<file path="config.mk">
export PLATFORM = sky130hd
export DESIGN_NAME = encoder_period_speed_estimator
export DESIGN_NICKNAME = d
export VERILOG_FILES = /design/src/sv/eps_pkg.sv /design/src/sv/encoder_period_speed_estimator.sv
export SDC_FILE = /design/constraint.sdc
export NUM_CORES = 1
export LEC_CHECK = 0
export ABC_CLOCK_PERIOD_IN_PS = 9150
export BUFFER_PORTS_ARGS = -buffer_cell sky130_fd_sc_hd__buf_2
export CAP_MARGIN = 25
export CORE_AREA = 2 2 219 178
export CTS_BUF_LIST = sky130_fd_sc_hd__clkbuf_8
export DETAILED_ROUTE_END_ITERATION = 12
export DIE_AREA = 0 0 221 180
export PLACE_DENSITY = 0.83
export SLEW_MARGIN = 30
export SYNTH_ARGS = -nofsm -noshare
export SYNTH_HDL_FRONTEND = slang
export SYNTH_SLANG_ARGS = --single-unit
</file>
<file path="constraint.sdc">
create_clock -name clock -period 9.15 [get_ports clock]
set_input_delay 0 -clock clock [delete_from_list [all_inputs] [get_ports clock]]
set_output_delay 0 -clock clock [all_outputs]
set_load 0.01 [all_outputs]
</file>
<file path="src/sv/eps_pkg.sv">
// Shared types and constants for the encoder period speed estimator.
package eps_pkg;

   typedef enum logic [2:0] {
      ST_IDLE,
      ST_EDGE,
      ST_IDLE_CNT,
      ST_STRETCH,
      ST_CHECK,
      ST_DIV_RATE,
      ST_RESULT
   } state_type;

   localparam int unsigned TimeWidth  = 32;
   localparam int unsigned IdleWidth  = 9;
   localparam int unsigned CsrWidth   = 8;
   localparam int unsigned SpeedWidth = 26;
   localparam int unsigned MagWidth   = 25;
   localparam int unsigned StepWidth  = 5;

   localparam logic [TimeWidth-1:0] SpeedScale = 32'd100000000;
   localparam logic [TimeWidth-1:0] SpeedDiv   = 32'd3;
   localparam logic [IdleWidth-1:0] IdleMax    = 9'd511;
   localparam logic [StepWidth-1:0] StepLast   = 5'd31;

   localparam logic [CsrWidth-1:0] TimeoutReset  = 8'd100;
   localparam logic [CsrWidth-1:0] SlowIdleReset = 8'd2;

   localparam logic [CsrWidth-1:0] CsrTimeoutTicks  = 8'd0;
   localparam logic [CsrWidth-1:0] CsrSlowIdleTicks = 8'd1;

   localparam logic FuncEdge = 1'b0;
   localparam logic FuncTick = 1'b1;

   localparam logic signed [1:0] DirFwd  = 2'sd1;
   localparam logic signed [1:0] DirRev  = -2'sd1;
   localparam logic signed [1:0] DirStop = 2'sd0;

endpackage

</file>
<file path="src/sv/encoder_period_speed_estimator.sv">
// Encoder edge-period speed estimator with a serial divider.
// Edge word: accepted, state updated in the following cycle, then ready again.
// Tick word: result word valid after 3 control steps, one 32-step run of the restoring divider
// on 100000000 / (3 * period) and one output step; the divider run is skipped when stopped or
// the period is zero. Next word accepted in the cycle after the result is registered. One word
// in flight at a time; the result register lets the next word enter while it waits. Synchronous
// active-high reset clears control state but not the data registers; registers return to 100 and 2.
module encoder_period_speed_estimator (
   input  logic                                   clock,
   input  logic                                   reset,
   input  logic                                   req_valid,
   output logic                                   req_ready,
   input  logic                                   req_func,
   input  logic                                   req_a_level,
   input  logic                                   req_b_level,
   input  logic [eps_pkg::TimeWidth-1:0]          req_time_us,
   output logic                                   rsp_valid,
   input  logic                                   rsp_ready,
   output logic signed [eps_pkg::SpeedWidth-1:0]  rsp_speed,
   output logic signed [1:0]                      rsp_dir_out,
   input  logic                                   csr_valid,
   output logic                                   csr_ready,
   input  logic [eps_pkg::CsrWidth-1:0]           csr_index,
   input  logic [eps_pkg::CsrWidth-1:0]           csr_wdata
);

   eps_pkg::state_type state_ff, state_in;

   logic [eps_pkg::CsrWidth-1:0]   timeout_ff;
   logic [eps_pkg::CsrWidth-1:0]   slow_idle_ff;

   logic                           func_ff;
   logic                           a_ff;
   logic                           b_ff;
   logic [eps_pkg::TimeWidth-1:0]  time_ff;

   logic [eps_pkg::TimeWidth-1:0]  prev_edge_ff;
   logic [eps_pkg::TimeWidth-1:0]  cur_edge_ff;
   logic [eps_pkg::TimeWidth-1:0]  period_ff;
   logic [eps_pkg::TimeWidth-1:0]  seen_edge_ff;
   logic [eps_pkg::IdleWidth-1:0]  idle_ff;
   logic signed [1:0]              dir_ff;

   logic [eps_pkg::TimeWidth-1:0]  div_rem_ff;
   logic [eps_pkg::TimeWidth-1:0]  div_quo_ff;
   logic [eps_pkg::TimeWidth+1:0]  div_dvs_ff;
   logic [eps_pkg::StepWidth-1:0]  div_cnt_ff;
   logic                           zero_ff;

   logic                                  rsp_valid_ff;
   logic signed [eps_pkg::SpeedWidth-1:0] rsp_speed_ff;
   logic signed [1:0]                     rsp_dir_ff;

   logic                           req_fire;
   logic                           out_free;
   logic                           div_step;
   logic                           div_last;
   logic [eps_pkg::TimeWidth:0]    div_shift;
   logic [eps_pkg::TimeWidth+1:0]  div_diff;
   logic                           div_ge;
   logic [eps_pkg::TimeWidth-1:0]  div_rem_next;
   logic [eps_pkg::TimeWidth-1:0]  div_quo_next;
   logic [eps_pkg::IdleWidth-1:0]  idle_next;
   logic [eps_pkg::TimeWidth-1:0]  since;
   logic [eps_pkg::TimeWidth-1:0]  last;
   logic [eps_pkg::MagWidth-1:0]   mag;
   logic signed [eps_pkg::SpeedWidth-1:0] mag_signed;

   assign req_fire = req_valid && req_ready;
   assign out_free = !rsp_valid_ff || rsp_ready;
   assign div_last = (div_cnt_ff == eps_pkg::StepLast);

   // next state
   always_comb begin
      state_in = state_ff;
      unique case (state_ff)
         eps_pkg::ST_IDLE: begin
            if (req_valid) begin
               state_in = (req_func == eps_pkg::FuncEdge) ? eps_pkg::ST_EDGE
                                                          : eps_pkg::ST_IDLE_CNT;
            end
         end
         eps_pkg::ST_EDGE:     state_in = eps_pkg::ST_IDLE;
         eps_pkg::ST_IDLE_CNT: state_in = eps_pkg::ST_STRETCH;
         eps_pkg::ST_STRETCH:  state_in = eps_pkg::ST_CHECK;
         eps_pkg::ST_CHECK: begin
            if (dir_ff != eps_pkg::DirStop && period_ff != '0) begin
               state_in = eps_pkg::ST_DIV_RATE;
            end else begin
               state_in = eps_pkg::ST_RESULT;
            end
         end
         eps_pkg::ST_DIV_RATE: begin
            if (div_last) begin
               state_in = eps_pkg::ST_RESULT;
            end
         end
         eps_pkg::ST_RESULT: begin
            if (out_free) begin
               state_in = eps_pkg::ST_IDLE;
            end
         end
         default: state_in = eps_pkg::ST_IDLE;
      endcase
   end

   // control outputs
   always_comb begin
      req_ready = 1'b0;
      div_step  = 1'b0;
      unique case (state_ff)
         eps_pkg::ST_IDLE:      req_ready = 1'b1;
         eps_pkg::ST_DIV_RATE:  div_step  = 1'b1;
         default: begin
            req_ready = 1'b0;
            div_step  = 1'b0;
         end
      endcase
   end

   assign csr_ready = 1'b1;

   // restoring divider, one quotient bit a cycle
   assign div_shift    = {div_rem_ff, div_quo_ff[eps_pkg::TimeWidth-1]};
   assign div_diff     = {1'b0, div_shift} - div_dvs_ff;
   assign div_ge       = ({1'b0, div_shift} >= div_dvs_ff);
   assign div_rem_next = div_ge ? div_diff[eps_pkg::TimeWidth-1:0]
                                : div_shift[eps_pkg::TimeWidth-1:0];
   assign div_quo_next = {div_quo_ff[eps_pkg::TimeWidth-2:0], div_ge};

   assign idle_next = (seen_edge_ff != cur_edge_ff) ? '0 :
                      (idle_ff < eps_pkg::IdleMax)  ? idle_ff + 1'b1 : idle_ff;

   assign since = time_ff - cur_edge_ff;
   assign last  = cur_edge_ff - prev_edge_ff;

   assign mag        = zero_ff ? '0 : div_quo_ff[eps_pkg::MagWidth-1:0];
   assign mag_signed = $signed({1'b0, mag});

   always_ff @(posedge clock) begin
      if (reset) begin
         state_ff     <= eps_pkg::ST_IDLE;
         timeout_ff   <= eps_pkg::TimeoutReset;
         slow_idle_ff <= eps_pkg::SlowIdleReset;
         prev_edge_ff <= '0;
         cur_edge_ff  <= '0;
         period_ff    <= '0;
         seen_edge_ff <= '0;
         idle_ff      <= '0;
         dir_ff       <= eps_pkg::DirStop;
         div_cnt_ff   <= '0;
         zero_ff      <= 1'b0;
         rsp_valid_ff <= 1'b0;
      end else begin
         state_ff <= state_in;

         if (csr_valid && csr_ready) begin
            if (csr_index == eps_pkg::CsrTimeoutTicks) begin
               timeout_ff <= csr_wdata;
            end else if (csr_index == eps_pkg::CsrSlowIdleTicks) begin
               slow_idle_ff <= csr_wdata;
            end
         end

         if (state_ff == eps_pkg::ST_RESULT && out_free) begin
            rsp_valid_ff <= 1'b1;
         end else if (rsp_valid_ff && rsp_ready) begin
            rsp_valid_ff <= 1'b0;
         end

         unique case (state_ff)
            eps_pkg::ST_EDGE: begin
               dir_ff       <= (a_ff == b_ff) ? eps_pkg::DirFwd : eps_pkg::DirRev;
               prev_edge_ff <= cur_edge_ff;
               cur_edge_ff  <= time_ff;
               period_ff    <= time_ff - cur_edge_ff;
            end
            eps_pkg::ST_IDLE_CNT: begin
               seen_edge_ff <= cur_edge_ff;
               if (idle_next > {1'b0, timeout_ff}) begin
                  idle_ff <= '0;
                  dir_ff  <= eps_pkg::DirStop;
               end else begin
                  idle_ff <= idle_next;
               end
            end
            eps_pkg::ST_STRETCH: begin
               if (dir_ff != eps_pkg::DirStop && since > last
                   && idle_ff > {1'b0, slow_idle_ff}) begin
                  period_ff <= time_ff - prev_edge_ff;
               end
            end
            eps_pkg::ST_CHECK: begin
               div_cnt_ff <= '0;
               zero_ff    <= !(dir_ff != eps_pkg::DirStop && period_ff != '0);
            end
            eps_pkg::ST_DIV_RATE: begin
               div_cnt_ff <= div_cnt_ff + 1'b1;
            end
            default: begin
               div_cnt_ff <= div_cnt_ff;
            end
         endcase
      end
   end

   // payload, no reset
   always_ff @(posedge clock) begin
      if (req_fire) begin
         func_ff <= req_func;
         a_ff    <= req_a_level;
         b_ff    <= req_b_level;
         time_ff <= req_time_us;
      end

      if (state_ff == eps_pkg::ST_CHECK) begin
         div_rem_ff <= '0;
         div_quo_ff <= eps_pkg::SpeedScale;
         div_dvs_ff <= {1'b0, period_ff, 1'b0} + {2'b00, period_ff};
      end else if (div_step) begin
         div_rem_ff <= div_rem_next;
         div_quo_ff <= div_quo_next;
      end

      if (state_ff == eps_pkg::ST_RESULT && out_free) begin
         rsp_speed_ff <= (dir_ff == eps_pkg::DirRev) ? -mag_signed : mag_signed;
         rsp_dir_ff   <= dir_ff;
      end
   end

   assign rsp_valid   = rsp_valid_ff;
   assign rsp_speed   = rsp_speed_ff;
   assign rsp_dir_out = rsp_dir_ff;

   a_dir_legal: assert property (@(posedge clock) disable iff (reset)
      rsp_valid |-> (rsp_dir_out != -2'sd2))
      else $error("result direction out of range");

   a_stop_zero: assert property (@(posedge clock) disable iff (reset)
      (rsp_valid && rsp_dir_out == eps_pkg::DirStop) |-> (rsp_speed == '0))
      else $error("speed nonzero while stopped");

   a_tick_busy: assert property (@(posedge clock) disable iff (reset)
      (req_fire && req_func == eps_pkg::FuncTick) |=> !req_ready)
      else $error("accepted a word while a tick is in progress");

   a_idle_bound: assert property (@(posedge clock) disable iff (reset)
      idle_ff <= 9'd256)
      else $error("idle count past its bound");

   a_func_kept: assert property (@(posedge clock) disable iff (reset)
      (state_ff == eps_pkg::ST_EDGE) |-> (func_ff == eps_pkg::FuncEdge))
      else $error("edge update for a tick word");

endmodule

</file>
==> metrics.md <==
| Metric | Value |
|---|---|
| First-pass GRT wire length | 95980 µm |
| Pre-CTS setup slack | about 3.5 ns |
| Critical Path, Cell by Cell | inv_1 -> ha_1 -> inv_1 -> fa_1 -> a211oi_1 -> o21ai_0 -> o2111ai_1 -> a21oi_1 -> o211ai_1 -> a21oi_1 -> or4_1 -> a31o_1 -> a21oi_1 -> xor2_1 -> ha_1 -> nor2b_1 -> o21ai_0 -> o211ai_1 -> a221oi_1 -> a21o_1 -> nor2_1 -> a41o_1 -> nor4_1 |
| Seq cells post-synth | 325 |
| Switching Fraction | 0.3672 |
| Cell Area, Synth | around 22000 µm² |
| Antenna Diode Count | 0 |
| P_sw | between 0.0015 and 0.002 W |
| Crit path top cell by count | a21oi_1 |
| Worst vdd ir | roughly 0.18 mV |
| Status | complete, no violations |
| Critical path buffer and inverter count | 2 |
| PnR worst setup slack | 3.403 ns |
| Final #Nets | 3124 |
| Final Critical Period | between 5 and 6 ns |
| DIE HEIGHT | between 150 and 200 µm |
| # IOs | 87 |
| R2r worst-path depth | 23 |
| Area Overhead vs Synth | 10.92% |
| Max Freq | 174.0 MHz |
| Clk sink count | 325 |
| Post-DP HPWL | between 40000 and 50000 µm |
| Syn Nets | between 3k and 4k |
| Sequential power share | 0.375 |
| Worst Path Max Fanout | 21 |
| PortBufs | 85 |
| Post-synth EDFFs | between 90 and 100 |
| Internal cell power | approximately 0.0030 W |
| TritonRoute pass-1 iters | 6 |
| Post-route cell area | between 20000 and 25000 µm² |
| Most common cell after layout, fill and taps aside | nand2_1 |
| Internal reg-to-reg setup slack | approximately 3.4 ns |
| Core ar. | 37720 µm² |
| CTS Buf Count | between 50 and 60 |
| Pin count of the biggest net entering global routing | 84 |
| Root Driver | clkbuf_8 |
| CP max stage cell | a21o_1 |
| Clk pin slew, worst setup/hold paths | 0.07 ns |
| Main synth FF type | dfxtp_1 |
| Post-cts sizing count | 0 |
| Remaining Overflow, GRT | 0 |
| Startpoint Class | flip-flop |
| Total track usage | 0.2897 |
| Reg-to-Reg Start | cur_edge_ff[0] |
| Fillers | about 3k |
| Gpl congestion | approximately 1 |
| Kind of critical path | reg -> reg |
| Vias in the first global route | roughly 19k |
| DRT antenna net count | 0 |
| Yosys cell types | 75 |
| CTS tree | yes |
| Slew Limit Headroom | 0.3834 |
| Vias | 20.28k |
| Crit-path leading delay family | compound AO/OA/AOI/OAI gates |
| H-tree levels | 2 |
| Die W | about 220 µm |
| Final max-slew violation count | 0 |
| Effective utilization at floorplan | 0.5919 |
| Commonest cells after routing, fill and taps aside | 384 x nand2_1, 298 x a21oi_1, 228 x dfxtp_1 |
| CP peak stage delay | between 0.5 and 0.6 ns |
| Clock Latency Late Sink | 0.67 ns |
| Fin crit share | 0.6281 |
| Die ar. | slightly below 40000 µm² |
| Combinational power share | 0.347 |
| Synth async-reset ratio | 0 |
| Mean Syn Cell Area | slightly above 8 µm² |
| CP arrival | between 6 and 7 ns |
| Initial antenna violation count | 0 |
| CP endpoint | period_ff[27] |
| Detailed Route WL | between 50000 and 60000 µm |
| Unrepaired setup endpoints after global routing | no |
| Post-synthesis sequential area ratio | 0.3345 |
| Final Hold Viols | 0 |
| Worst R2R End | period_ff[27] |
| Clock Skew | ~0.034 ns |
| Clock share of power | 0.277 |
| Max Cap Viol | 0 |
| CP Data Required Time | ~10 ns |
| HP Class | in -> reg |
| Leak | between 10 and 15 nW |
| DR DRC count | 0 |
| CP Depth | 23 |
| Final setup vio count | 0 |
| Cell Pwr Density | ~190 nW/µm² |
| Sum Neg Setup Slack | 0 ns |
| Placed Area | about 23000 µm² |
| DR WL/cell | 17.37 µm |
| Slew @ Worst Pin | about 0.9 ns |
| Vias per cell | 6.007 |
| Crit path from | cur_edge_ff[0] |
| Max Root-Sink Buffers | 3 |
| Initial DRC Count | 2070 |
| Synth Instances | ~2.7k |
| Ys Warns | 0 |
| FP Rows | between 60 and 70 |
| Layout cells sized above 1 | 0.07011 |
| CP Capture Type | flip-flop |
cell usage after synthesis, types with 5 or more instances:
| library cell | number | area share |
|---|---|---|
| o21ai_0 | 98 | 0.022 |
| a21boi_0 | 5 | 0.0017 |
| o2111ai_1 | 5 | 0.0020 |
| nand3_1 | 57 | 0.013 |
| fa_1 | 5 | 0.0045 |
| nor2b_1 | 29 | 0.0081 |
| buf_1 | 9 | 0.0015 |
| nor3_1 | 34 | 0.0076 |
| and3_1 | 21 | 0.0059 |
| ha_1 | 227 | 0.13 |
| a21o_1 | 106 | 0.036 |
| a31oi_1 | 38 | 0.011 |
| a21oi_1 | 299 | 0.067 |
| xnor2_1 | 125 | 0.049 |
| or4_1 | 7 | 0.0024 |
| o31ai_1 | 13 | 0.0044 |
| o31a_1 | 6 | 0.0024 |
| mux2i_1 | 24 | 0.011 |
| nand2b_1 | 20 | 0.0056 |
| o21bai_1 | 21 | 0.0071 |
| edfxtp_1 | 96 | 0.13 |
| o21a_1 | 25 | 0.0084 |
| a211oi_1 | 38 | 0.013 |
| o21ai_1 | 37 | 0.0083 |
| xor2_1 | 61 | 0.024 |
| nor4_1 | 18 | 0.0050 |
| or3_1 | 6 | 0.0017 |
| and4_1 | 9 | 0.0035 |
| clkbuf_1 | 96 | 0.016 |
| nand2_1 | 385 | 0.065 |
| a31o_2 | 5 | 0.0020 |
| nor2_1 | 209 | 0.035 |
| a2111oi_0 | 10 | 0.0039 |
| nand4_1 | 38 | 0.011 |
| o211ai_1 | 20 | 0.0067 |
| dfxtp_1 | 229 | 0.21 |
| inv_1 | 197 | 0.033 |
| a221oi_1 | 8 | 0.0031 |
| nand3b_1 | 6 | 0.0020 |
| o22ai_1 | 6 | 0.0017 |
| and2_1 | 15 | 0.0042 |
| a311oi_1 | 12 | 0.0047 |
per-stage QoR:
step           total power [W]  hold WS (ns)  utilization  instances
6_report              0.004746       0.05283       0.6565       3376
3_3_place_gp          0.003321        0.1760       0.6115       3220
3_5_place_dp          0.003390        0.1781       0.6115       3220
5_1_grt               0.005035       0.02789       0.6565       3376
2_1_floorplan         0.002975       0.09887            -       2740
4_1_cts               0.004730       0.01103       0.6553       3374
power groups by stage:
stage	clock network, W	registers (W)	logic (W)
floorplan	0	0.00176	0.00122
global placement	0	0.00180	0.00152
detailed placement	0	0.00181	0.00158
CTS	0.00134	0.00178	0.00161
global route	0.00141	0.00180	0.00183
finish	0.00132	0.00178	0.00165
per-layer routing:
| layer | GRT usage | wire (µm) | vias up |
|---|---|---|---|
| met3 | 0.03923 | 4323 | 123 |
| met4 | 0.1060 | 1777 | 0 |
| met2 | 0.4554 | 25700 | 838 |
| met1 | 0.4076 | 26830 | 9406 |
| li1 | - | - | 9912 |
| met5 | 0 | 0 | - |
layout make-up:
| class | count | area, µm² | area share |
|---|---|---|---|
| Multi-Input combinational cell | 2107 | 13730 | 0.5544 |
| Clock buffer | 63 | 867.1 | 0.03502 |
| Sequential cell | 325 | 7468 | 0.3016 |
| Clock inverter | 37 | 245.2 | 0.009904 |
| Tap cell | 495 | 619.3 | 0.02501 |
| Inverter | 197 | 739.5 | 0.02986 |
| Timing Repair Buffer | 152 | 1094 | 0.04416 |
logic make-up after synthesis:
logic type	synth area share
muxes	0.01127
DFF	0.3345
AOI/OAI and AO/OA	0.2233
xor gates and xnor gates	0.07297
adders and majority gates	0.1317
and+or+nand+nor	0.1735
buffers and inverters	0.05252
other	0.0001680
worst min-delay path by stage:
stage	start	endpoint	cells after the start
2_1_floorplan	req_a_level	a_ff	0
5_1_grt	req_b_level	b_ff	2
3_5_place_dp	req_time_us[11]	time_ff[11]	1
6_report	req_time_us[13]	time_ff[13]	2
3_3_place_gp	req_time_us[9]	time_ff[9]	1
4_1_cts	req_time_us[3]	time_ff[3]	2
sequential cells by signal, summed over array words and instances (netlist names), 26 cells and up:
name,cells
prev_edge_ff,32
period_ff,32
div_dvs_ff,34
seen_edge_ff,32
div_rem_ff,32
rsp_speed,26
time_ff,32
cur_edge_ff,32
div_quo_ff,32
repair_timing:
| item | CTS | global route |
|---|---|---|
| setup buffers | 0 | 0 |
| hold buffers | 54 | 0 |
| hold endpoints to repair | 94 | 0 |
(Power assumes the default switching activity.)
